### config.mk
export PLATFORM = sky130hd
export DESIGN_NAME = sha256_byte_stream_hasher_core
export DESIGN_NICKNAME = d
export VERILOG_FILES = /design/src/rtl/sha256_pkg.sv /design/src/rtl/sha256_ctrl.sv /design/src/rtl/sha256_datapath.sv /design/src/rtl/sha256_byte_stream_hasher_core.sv
export SDC_FILE = /design/constraint.sdc
export NUM_CORES = 2
export LEC_CHECK = 0
export BUFFER_PORTS_ARGS = -buffer_cell sky130_fd_sc_hd__buf_2
export CORE_ASPECT_RATIO = 0.8
export CORE_MARGIN = 2
export CORE_UTILIZATION = 66
export CTS_CLUSTER_SIZE = 20
export DETAILED_ROUTE_END_ITERATION = 16
export PLACE_DENSITY = 0.84
export SETUP_SLACK_MARGIN = 0.1
export SYNTH_ARGS = -nofsm -noshare
export SYNTH_HDL_FRONTEND = slang
export SYNTH_SLANG_ARGS = --single-unit
export TNS_END_PERCENT = 10
### constraint.sdc
create_clock -name clock -period 72.2 [get_ports clock]
set_input_delay 14.44 -clock clock [delete_from_list [all_inputs] [get_ports clock]]
set_output_delay 14.44 -clock clock [all_outputs]
set_load 0.02 [all_outputs]
### src/rtl/sha256_pkg.sv
`default_nettype none
package sha256_pkg;

   typedef struct packed {
      logic [7:0] data_byte;
      logic       has_byte;
      logic       last;
   } req_payload_type;

   typedef struct packed {
      logic [63:0] digest_word;
      logic [1:0]  word_index;
      logic        last_word;
   } rsp_payload_type;

   typedef enum logic [6:0] {
      ST_IDLE     = 7'b0000001,
      ST_COMPRESS = 7'b0000010,
      ST_PAD      = 7'b0000100,
      ST_LEN      = 7'b0001000,
      ST_FINAL    = 7'b0010000,
      ST_EMIT     = 7'b0100000,
      ST_NEXT     = 7'b1000000
   } ctrl_state_type;

   typedef struct packed {
      logic       write_byte;
      logic [7:0] wr_data;
      logic       count_inc;
      logic       start;
      logic       round_step;
      logic       finish;
      logic       hash_reset;
      logic       write_len;
   } dp_cmd_type;

   typedef struct packed {
      logic [5:0] pos;
      logic [5:0] round;
   } dp_status_type;

   localparam logic [7:0] PAD_BYTE = 8'h80;

   localparam logic [255:0] INITIAL_HASH = {
      32'h6a09e667, 32'hbb67ae85, 32'h3c6ef372, 32'ha54ff53a,
      32'h510e527f, 32'h9b05688c, 32'h1f83d9ab, 32'h5be0cd19};

   function automatic logic [31:0] round_k(input logic [5:0] idx);
      logic [31:0] k;
      case (idx)
         6'd0: k = 32'h428a2f98;  6'd1: k = 32'h71374491;
         6'd2: k = 32'hb5c0fbcf;  6'd3: k = 32'he9b5dba5;
         6'd4: k = 32'h3956c25b;  6'd5: k = 32'h59f111f1;
         6'd6: k = 32'h923f82a4;  6'd7: k = 32'hab1c5ed5;
         6'd8: k = 32'hd807aa98;  6'd9: k = 32'h12835b01;
         6'd10: k = 32'h243185be; 6'd11: k = 32'h550c7dc3;
         6'd12: k = 32'h72be5d74; 6'd13: k = 32'h80deb1fe;
         6'd14: k = 32'h9bdc06a7; 6'd15: k = 32'hc19bf174;
         6'd16: k = 32'he49b69c1; 6'd17: k = 32'hefbe4786;
         6'd18: k = 32'h0fc19dc6; 6'd19: k = 32'h240ca1cc;
         6'd20: k = 32'h2de92c6f; 6'd21: k = 32'h4a7484aa;
         6'd22: k = 32'h5cb0a9dc; 6'd23: k = 32'h76f988da;
         6'd24: k = 32'h983e5152; 6'd25: k = 32'ha831c66d;
         6'd26: k = 32'hb00327c8; 6'd27: k = 32'hbf597fc7;
         6'd28: k = 32'hc6e00bf3; 6'd29: k = 32'hd5a79147;
         6'd30: k = 32'h06ca6351; 6'd31: k = 32'h14292967;
         6'd32: k = 32'h27b70a85; 6'd33: k = 32'h2e1b2138;
         6'd34: k = 32'h4d2c6dfc; 6'd35: k = 32'h53380d13;
         6'd36: k = 32'h650a7354; 6'd37: k = 32'h766a0abb;
         6'd38: k = 32'h81c2c92e; 6'd39: k = 32'h92722c85;
         6'd40: k = 32'ha2bfe8a1; 6'd41: k = 32'ha81a664b;
         6'd42: k = 32'hc24b8b70; 6'd43: k = 32'hc76c51a3;
         6'd44: k = 32'hd192e819; 6'd45: k = 32'hd6990624;
         6'd46: k = 32'hf40e3585; 6'd47: k = 32'h106aa070;
         6'd48: k = 32'h19a4c116; 6'd49: k = 32'h1e376c08;
         6'd50: k = 32'h2748774c; 6'd51: k = 32'h34b0bcb5;
         6'd52: k = 32'h391c0cb3; 6'd53: k = 32'h4ed8aa4a;
         6'd54: k = 32'h5b9cca4f; 6'd55: k = 32'h682e6ff3;
         6'd56: k = 32'h748f82ee; 6'd57: k = 32'h78a5636f;
         6'd58: k = 32'h84c87814; 6'd59: k = 32'h8cc70208;
         6'd60: k = 32'h90befffa; 6'd61: k = 32'ha4506ceb;
         6'd62: k = 32'hbef9a3f7; 6'd63: k = 32'hc67178f2;
         default: k = 32'h0;
      endcase
      return k;
   endfunction

endpackage
`default_nettype wire

### src/rtl/sha256_ctrl.sv
`default_nettype none
module sha256_ctrl (
   input  wire logic                       clock,
   input  wire logic                       reset,
   input  wire logic                       req_valid,
   output logic                            req_stall,
   input  wire sha256_pkg::req_payload_type req_payload,
   output logic                            rsp_valid,
   input  wire logic                       rsp_stall,
   output logic [1:0]                      emit_index,
   output sha256_pkg::dp_cmd_type          cmd,
   input  wire sha256_pkg::dp_status_type  status
);
   import sha256_pkg::*;

   ctrl_state_type state_ff, state_in;
   logic           closing_ff, closing_in;
   logic           marker_ff, marker_in;
   logic           final_ff, final_in;
   logic [1:0]     emit_ff, emit_in;
   logic           req_take;

   assign req_stall  = (state_ff != ST_IDLE);
   assign req_take   = req_valid && !req_stall;
   assign rsp_valid  = (state_ff == ST_EMIT);
   assign emit_index = emit_ff;

   always_comb begin
      state_in   = state_ff;
      closing_in = closing_ff;
      marker_in  = marker_ff;
      final_in   = final_ff;
      emit_in    = emit_ff;
      cmd        = '0;
      case (state_ff)
         ST_IDLE: begin
            if (req_take) begin
               closing_in = req_payload.last;
               if (req_payload.has_byte) begin
                  cmd.write_byte = 1'b1;
                  cmd.wr_data    = req_payload.data_byte;
                  cmd.count_inc  = 1'b1;
                  if (status.pos == 6'd63) begin
                     cmd.start  = 1'b1;
                     final_in   = 1'b0;
                     closing_in = 1'b0;
                     marker_in  = req_payload.last;
                     state_in   = ST_COMPRESS;
                  end else if (req_payload.last) begin
                     state_in = ST_NEXT;
                  end
               end else if (req_payload.last) begin
                  state_in = ST_NEXT;
               end
            end
         end
         ST_NEXT: begin
            cmd.write_byte = 1'b1;
            cmd.wr_data    = PAD_BYTE;
            closing_in     = 1'b0;
            state_in       = ST_PAD;
            if (status.pos == 6'd63) begin
               cmd.start = 1'b1;
               final_in  = 1'b0;
               closing_in = 1'b1;
               state_in  = ST_COMPRESS;
            end else if (status.pos == 6'd55) begin
               state_in = ST_LEN;
            end
         end
         ST_PAD: begin
            cmd.write_byte = 1'b1;
            cmd.wr_data    = 8'h00;
            if (status.pos == 6'd63) begin
               cmd.start  = 1'b1;
               final_in   = 1'b0;
               closing_in = 1'b1;
               state_in   = ST_COMPRESS;
            end else if (status.pos == 6'd55) begin
               state_in = ST_LEN;
            end
         end
         ST_LEN: begin
            cmd.write_len = 1'b1;
            cmd.start     = 1'b1;
            final_in      = 1'b1;
            state_in      = ST_COMPRESS;
         end
         ST_COMPRESS: begin
            cmd.round_step = 1'b1;
            if (status.round == 6'd63) begin
               state_in = ST_FINAL;
            end
         end
         ST_FINAL: begin
            cmd.finish = 1'b1;
            if (final_ff) begin
               emit_in  = 2'd0;
               state_in = ST_EMIT;
            end else if (marker_ff) begin
               marker_in = 1'b0;
               state_in  = ST_NEXT;
            end else if (closing_ff) begin
               closing_in = 1'b0;
               state_in   = ST_PAD;
            end else begin
               state_in = ST_IDLE;
            end
         end
         ST_EMIT: begin
            if (!rsp_stall) begin
               emit_in = emit_ff + 2'd1;
               if (emit_ff == 2'd3) begin
                  cmd.hash_reset = 1'b1;
                  final_in       = 1'b0;
                  state_in       = ST_IDLE;
               end
            end
         end
         default: state_in = ST_IDLE;
      endcase
   end

   always_ff @(posedge clock) begin
      if (reset) begin
         state_ff   <= ST_IDLE;
         closing_ff <= 1'b0;
         marker_ff  <= 1'b0;
         final_ff   <= 1'b0;
         emit_ff    <= 2'd0;
      end else begin
         state_ff   <= state_in;
         closing_ff <= closing_in;
         marker_ff  <= marker_in;
         final_ff   <= final_in;
         emit_ff    <= emit_in;
      end
   end

   a_emit_stable: assert property (@(posedge clock) disable iff (reset)
      rsp_valid && rsp_stall |=> rsp_valid && $stable(emit_ff))
      else $error("result slice moved while stalled");
   a_no_take_busy: assert property (@(posedge clock) disable iff (reset)
      state_ff == ST_COMPRESS |-> req_stall)
      else $error("input taken during compression");
   a_final_emit: assert property (@(posedge clock) disable iff (reset)
      state_ff == ST_FINAL && final_ff |=> state_ff == ST_EMIT && emit_ff == 2'd0)
      else $error("digest not emitted after last block");
endmodule
`default_nettype wire

### src/rtl/sha256_datapath.sv
`default_nettype none
module sha256_datapath (
   input  wire logic                      clock,
   input  wire logic                      reset,
   input  wire sha256_pkg::dp_cmd_type    cmd,
   input  wire logic [1:0]                emit_index,
   output sha256_pkg::dp_status_type      status,
   output logic [63:0]                    digest_word
);
   import sha256_pkg::*;

   logic [511:0] block_ff;
   logic [511:0] block_next;
   logic [60:0]  count_ff;
   logic [5:0]   pos_ff;
   logic [5:0]   round_ff;
   logic [31:0]  hash_ff [8];
   logic [31:0]  var_ff [8];
   logic [31:0]  sched_ff [16];
   logic [63:0]  bits;
   logic [31:0]  w, s0, s1, e1, ch, a0, maj, t1, t2;

   assign status.pos   = pos_ff;
   assign status.round = round_ff;
   assign bits         = {count_ff, 3'b000};
   assign digest_word  = {hash_ff[{emit_index, 1'b0}], hash_ff[{emit_index, 1'b1}]};

   always_comb begin
      block_next = block_ff;
      if (cmd.write_byte) begin
         block_next = {block_ff[503:0], cmd.wr_data};
      end else if (cmd.write_len) begin
         block_next = {block_ff[447:0], bits};
      end
      s0 = {sched_ff[1][6:0], sched_ff[1][31:7]} ^ {sched_ff[1][17:0], sched_ff[1][31:18]}
         ^ (sched_ff[1] >> 3);
      s1 = {sched_ff[14][16:0], sched_ff[14][31:17]} ^ {sched_ff[14][18:0], sched_ff[14][31:19]}
         ^ (sched_ff[14] >> 10);
      w = (round_ff < 6'd16) ? sched_ff[0] : sched_ff[0] + s0 + sched_ff[9] + s1;
      e1 = {var_ff[4][5:0], var_ff[4][31:6]} ^ {var_ff[4][10:0], var_ff[4][31:11]}
         ^ {var_ff[4][24:0], var_ff[4][31:25]};
      ch = (var_ff[4] & var_ff[5]) ^ (~var_ff[4] & var_ff[6]);
      t1 = var_ff[7] + e1 + ch + round_k(round_ff) + w;
      a0 = {var_ff[0][1:0], var_ff[0][31:2]} ^ {var_ff[0][12:0], var_ff[0][31:13]}
         ^ {var_ff[0][21:0], var_ff[0][31:22]};
      maj = (var_ff[0] & var_ff[1]) ^ (var_ff[0] & var_ff[2]) ^ (var_ff[1] & var_ff[2]);
      t2 = a0 + maj;
   end

   always_ff @(posedge clock) begin
      block_ff <= block_next;
      if (cmd.start) begin
         for (int i = 0; i < 16; i++) begin
            sched_ff[i] <= block_next[511 - 32 * i -: 32];
         end
         for (int i = 0; i < 8; i++) begin
            var_ff[i] <= hash_ff[i];
         end
      end else if (cmd.round_step) begin
         for (int i = 0; i < 15; i++) begin
            sched_ff[i] <= sched_ff[i + 1];
         end
         sched_ff[15] <= w;
         var_ff[7] <= var_ff[6];
         var_ff[6] <= var_ff[5];
         var_ff[5] <= var_ff[4];
         var_ff[4] <= var_ff[3] + t1;
         var_ff[3] <= var_ff[2];
         var_ff[2] <= var_ff[1];
         var_ff[1] <= var_ff[0];
         var_ff[0] <= t1 + t2;
      end
   end

   always_ff @(posedge clock) begin
      if (reset || cmd.hash_reset) begin
         for (int i = 0; i < 8; i++) begin
            hash_ff[i] <= INITIAL_HASH[255 - 32 * i -: 32];
         end
         count_ff <= '0;
         pos_ff   <= '0;
         round_ff <= '0;
      end else begin
         if (cmd.finish) begin
            for (int i = 0; i < 8; i++) begin
               hash_ff[i] <= hash_ff[i] + var_ff[i];
            end
         end
         if (cmd.count_inc) begin
            count_ff <= count_ff + 61'd1;
         end
         if (cmd.write_byte) begin
            pos_ff <= pos_ff + 6'd1;
         end
         if (cmd.write_len) begin
            pos_ff <= '0;
         end
         if (cmd.round_step) begin
            round_ff <= round_ff + 6'd1;
         end
      end
   end
endmodule
`default_nettype wire

### src/rtl/sha256_byte_stream_hasher_core.sv
`default_nettype none
// Each message byte is taken while the core is idle; a full 64-byte block then stalls
// the input while the round unit runs 64 rounds, one a cycle, and adds into the hash.
// Closing a message pads one byte a cycle and runs one or two more compressions,
// then offers four digest slices, one per transfer, before taking the next item.
// Synchronous reset loads the initial hash words and clears the byte count.
module sha256_byte_stream_hasher_core (
   input  wire logic                       clock,
   input  wire logic                       reset,
   input  wire logic                       req_valid,
   output logic                            req_stall,
   input  wire sha256_pkg::req_payload_type req_payload,
   output logic                            rsp_valid,
   input  wire logic                       rsp_stall,
   output sha256_pkg::rsp_payload_type     rsp_payload
);
   import sha256_pkg::*;

   dp_cmd_type    cmd;
   dp_status_type status;
   logic [1:0]    emit_index;
   logic [63:0]   digest_word;

   sha256_ctrl u_ctrl (
      .clock       (clock),
      .reset       (reset),
      .req_valid   (req_valid),
      .req_stall   (req_stall),
      .req_payload (req_payload),
      .rsp_valid   (rsp_valid),
      .rsp_stall   (rsp_stall),
      .emit_index  (emit_index),
      .cmd         (cmd),
      .status      (status)
   );

   sha256_datapath u_datapath (
      .clock       (clock),
      .reset       (reset),
      .cmd         (cmd),
      .emit_index  (emit_index),
      .status      (status),
      .digest_word (digest_word)
   );

   assign rsp_payload.digest_word = digest_word;
   assign rsp_payload.word_index  = emit_index;
   assign rsp_payload.last_word   = (emit_index == 2'd3);
endmodule
`default_nettype wire

### Word level (Yosys, flattened, before mapping)

Memory sizes are Yosys's and may differ from the RTL's. A register that Yosys moved wholly into a read port is not among the register bits.
Index checks and enable logic that the tools add are counted.
Widths: inputs -> output; s select.

| storage, ports and cells | value |
|---|---|
| register bits after elaboration | 597 |
| bits in writable memories | 1024 |
| memory bits (read-only) | 2048 |
| output and inout bits | 69 |
| word-level logic and storage cells | 221 |
| memories kept | 4 |

Memory list:

| name | words | width | rd ports | clocked after memory_dff | wr ports | line | RTL |
|---|---|---|---|---|---|---|---|
| (name not given) | 64 | 32 | 1 | 1 | 0 | sha256_pkg.sv:50 | `case (idx)` |
| u_datapath.sched_ff | 16 | 32 | 16 | 0 | 16 | sha256_datapath.sv:19 | `logic [31:0] sched_ff [16];` |
| u_datapath.hash_ff | 8 | 32 | 10 | 2 | 8 | sha256_datapath.sv:17 | `logic [31:0] hash_ff [8];` |
| u_datapath.var_ff | 8 | 32 | 8 | 0 | 8 | sha256_datapath.sv:18 | `logic [31:0] var_ff [8];` |

| operators by class | value |
|---|---|
| $add $sub $neg | 22 |
| order comparisons | 1 |
| eq/ne operators | 23 |
| mux-type cells | 99 |
| bitwise gates (word level) | 49 |
| reduce and logical (&&, ||, !) cells | 14 |

Operators by type and width:

| kind | number |
|---|---|
| $mux 32 | 33 |
| $mux 512 | 2 |
| $add 32x32->32 | 18 |
| $xor 32x32->32 | 9 |
| $and 32x32->32 | 5 |
| $mux 7 | 11 |
| $add 61x1->61 const B | 1 |
| $pmux 7 s7 | 1 |
| $mux 1 | 33 |
| $not 32->32 | 1 |
| $or 1x1->1 | 32 |
| $xor 32x22->32 | 1 |
| $xor 32x29->32 | 1 |
| $pmux 9 s3 | 1 |
| $mux 11 | 2 |
| $reduce_and 5->1 | 4 |
| $eq 6x6->1 const B | 3 |
| $mux 3 | 5 |
| $add 6x1->6 const B | 2 |
| $mux 6 | 2 |
| $ne 2x1->1 const B | 6 |
| $mux 4 | 2 |
| $ne 2x2->1 const B | 4 |
| $pmux 1 s4 | 2 |
| 23 further kinds | 27 |

### Depth between registers and ports, before layout

An unclocked memory read counts as a cell.

| logic depth | value |
|---|---|
| depth in word-level cells | 10 |
| mapped depth | 42 |
| mapped depth without buffers | 42 |

### By module

Synthesis repeated with hierarchy kept, for this count alone.

| unflattened totals | value |
|---|---|
| cell total of the unflattened synthesis | 9193 |
| area total of the unflattened synthesis | 95427.8 µm² |

By module, submodules not included:

| module | instances | cells each | area each (µm²) | sequential area each (µm²) |
|---|---|---|---|---|
| sha256_datapath | 1 | 9079 | 94529.4 | 43101.3 |
| sha256_ctrl | 1 | 113 | 892.1 | 240.2 |
| sha256_byte_stream_hasher_core | 1 | 1 | 6.3 | 0.0 |

### Worst setup path before layout

No wires, ideal clock.

| timing path | value |
|---|---|
| kind | input to register |
| start | input req_valid |
| end | memory u_datapath.sched_ff[0][0] (enable) |
| library setup time | 5.315 ns |
| data arrival time | 27.990 ns |
| slack | 38.895 ns |
| stages on the path | 7 |
| path through | nand2_1 -> or2_1 -> nand3_1 -> a21oi_1 -> clkbuf_1 -> clkbuf_1 -> nand2_1 |

RTL lines:

| element | line | RTL |
|---|---|---|
| start: declaration | sha256_byte_stream_hasher_core.sv:10 | `input wire logic req_valid,` |
| end: declaration | sha256_datapath.sv:19 |  |

==> results_dict.tcl <==
set metrics [dict create \
    critPathLaunchType "primary input" \
    die_width_um 428.6 \
    yosys.area.top_type "edfxtp_1" \
    final.setup.tns_ps 0 \
    peakVddDrop_v 0.00002927 \
    finalSetupViolCount 0 \
    ys_warn_count 0 \
    clk_pin_slew_worst_paths_ps 60 \
    grt.total_usage 0.4134 \
    crit_arrival_ps 18960 \
    fmax_ghz 0.05394 \
    yosysSeqAreaShare 0.4556 \
    hpwl_um 224000 \
    portBuffers 82 \
    period_share 0.2568 \
    core_sq_um 143000 \
    fp.dieH_um 343.7 \
    max_stage_delay_ps 940 \
    rsz0062_at_grt "no" \
    cts_tree "built" \
    cp_common_cell "buf_4" \
    drc 0 \
    regArea_sq_um 43390 \
    drv_slew 3 \
    wl_per_cell_um 24.66 \
    grt_start_max_net_pins 210 \
    synthFlopType "edfxtp_1" \
    status "finished, violations left" \
    multi_input_area_sq_um 48210 \
    clock_skew_ps 46.14 \
    worst_slack_ps 53660 \
    via_per_inst 6.464 \
    cp_max_fo 77 \
    cp_slowest_cell "buf_4" \
    min_period_ps 18540 \
    place_ws_ps 52860 \
    hold_path_class "reg -> reg" \
    post_cts_buffers 0 \
    hold_viol 0 \
    p_leak_nw 43.79 \
    area_growth_pct 7.614 \
    nets 11180 \
    violations "max-capacitance violations, max-slew violations" \
    clk-insertion-delay-late_ps 840 \
    grt_pass1_wl_um 462900 \
    cts_max_level 4 \
    cts_hold_buf 0 \
    slew_headroom -0.02583 \
    drt_iter0_drc 12560 \
    critPathCaptureType "flip-flop" \
    routed_wirelength_um 311100 \
    num_vias 81560 \
    post-route-util 0.7163 \
    powerDensity_nw_per_um2 24.58 \
    firstDrtPassIters 9 \
    synth_top_cells_by_area "edfxtp_1 (32%), nand2_1 (14%), dfxtp_1 (13%), ha_1 (5.2%), fa_1 (4.1%)" \
    synth_cell_type_count 81 \
    fillers 10540 \
    cts-root-buf "clkbuf_16" \
    cts_buffers 165 \
    synth_edf_count 1024 \
    ios 83 \
    drive_gt1_frac 0.06007 \
    synth_area_per_cell_sq_um 8.804 \
    syn_inst 10810 \
    die_area_sq_um 147300 \
    hold_ws_ps 482.2 \
    rows 124 \
    cts_resized 0 \
    tightest_slew_ps 1523 \
    first_global_vias 74630 \
    initial_core_util 0.6656 \
    netlist_area_sq_um 95210 \
    synth_top_area_frac 0.3230 \
    clk_path_buf_depth 3 \
    ff2ff_setup_slack_ps 60500 \
    gp_congestion 1.092 \
    grt_overflow 0 \
    ant_nets 0 \
    cp_cell_sequence "buf_2 -> nand2_1 -> or2_1 -> nand3_1 -> a21oi_4 -> nand2_4 -> buf_4 -> buf_4 -> buf_4" \
    crit_required_ps 72620 \
    critPathKind "in -> reg" \
    max_cap_viol_count 2 \
    synth_fp_nets 11420 \
    grt_antenna_before_repair 10 \
    async_flop_share 0 \
    ys_ff_latch 1655 \
    cts_sinks 1655 \
]
==> state kept, by name, indices dropped and copies added, names as in the netlist, named ones only <==
signal               count
u_datapath.block_ff    512
u_datapath.sched_ff    512
u_datapath.hash_ff     256
u_datapath.var_ff      256
u_datapath.count_ff     61
u_ctrl.state_ff          7
u_datapath.pos_ff        6
u_datapath.round_ff      6
u_ctrl.emit_index        2
u_ctrl.closing_ff        1
u_ctrl.final_ff          1
u_ctrl.marker_ff         1
==> critical path: cells and delay by family <==
| family | cells | cell delay (ps) |
|---|---|---|
| simple gates | 4 | 1620 |
| buf+inv | 4 | 2570 |
| compound gates | 1 | 150 |
==> logic make-up (layout without fill, tap and decap cells) <==
group                    Yosys count  after routing  synth area share
AO/OA/AOI/OAI                   1919           1919            0.1255
XOR/XNOR                         628            628           0.05777
adder cells (fa/ha/maj)          592            592           0.09304
buffers and inverters            998            905           0.03958
flip-flops                      1655           1655            0.4556
multiplexers                     135            135           0.02335
other                              0              6                 0
AND/OR/NAND/NOR                 4887           4887            0.2051
==> power by group <==
| part | switching, mW | leakage [nW] | internal [mW] | total [mW] |
|---|---|---|---|---|
| Clock | 0.397 | 2.75 | 0.509 | 0.907 |
| Sequential | 0.119 | 14.5 | 1.15 | 1.27 |
| Combinational | 0.216 | 26.6 | 0.131 | 0.347 |
==> area by class of cell <==
class / count / area share
antenna: 6 / 0.0001465
multi-input combinational: 8161 / 0.4706
clock buffer: 224 / 0.04532
clock inverter: 82 / 0.009537
sequential: 1655 / 0.4235
inverter: 407 / 0.01491
tap: 1890 / 0.02308
timing repair buffer: 192 / 0.01296
==> layer usage <==
layer	routed length (um)	vias up	GRT usage
li1	-	36410	-
met1	126800	39150	0.6183
met2	122900	5389	0.5555
met3	52020	593	0.1568
met4	8589	14	0.1090
met5	802	-	0.03026
==> Yosys cell counts, types with 35 or more instances <==
cell type	n
o21a_1	64
nand3_1	77
a211oi_1	43
nand2b_1	68
o211ai_1	45
dfxtp_1	631
xnor2_1	357
buf_1	42
o21bai_1	35
nor3_1	71
nor2_1	905
edfxtp_1	1024
nand2_1	3492
nand4_1	45
and3_1	45
clkbuf_1	546
mux4_2	64
mux2_2	57
a31oi_1	547
inv_1	407
o21ai_0	388
a21oi_1	406
fa_1	195
ha_1	392
xor2_1	271
a21o_1	192
nor2b_1	43
==> placed cells by master, fill, tap and decap left out, drive strengths merged, types with 357 or more instances in the layout <==
cell    Yosys  routed
o21ai     389     389
a21oi     406     406
nand2    3492    3492
inv       407     412
dfxtp     631     631
a31oi     547     547
xnor2     357     357
edfxtp   1024    1024
nor2      905     905
ha        392     392
==> final timing paths <==
kind,cells past startpoint,end,start
setup / recovery,9,u_datapath.sched_ff[12][28],req_payload[1]
hold / removal,2,u_datapath.sched_ff[2][10],u_datapath.sched_ff[3][10]
setup reg to reg,40,u_datapath.var_ff[0][30],u_datapath.sched_ff[1][4]
hold reg to reg,2,u_datapath.sched_ff[2][10],u_datapath.sched_ff[3][10]
==> per-stage QoR <==
step,cell area (sq um),power (mW),std cells
finish,102500,2.518,12620
global route,102500,2.605,12610
CTS,102400,2.502,12610
detailed placement,96800,1.608,12300
global placement,96800,1.585,12300
floorplan,95210,1.500,10810
No activity file was read; power rests on OpenSTA's default activity.
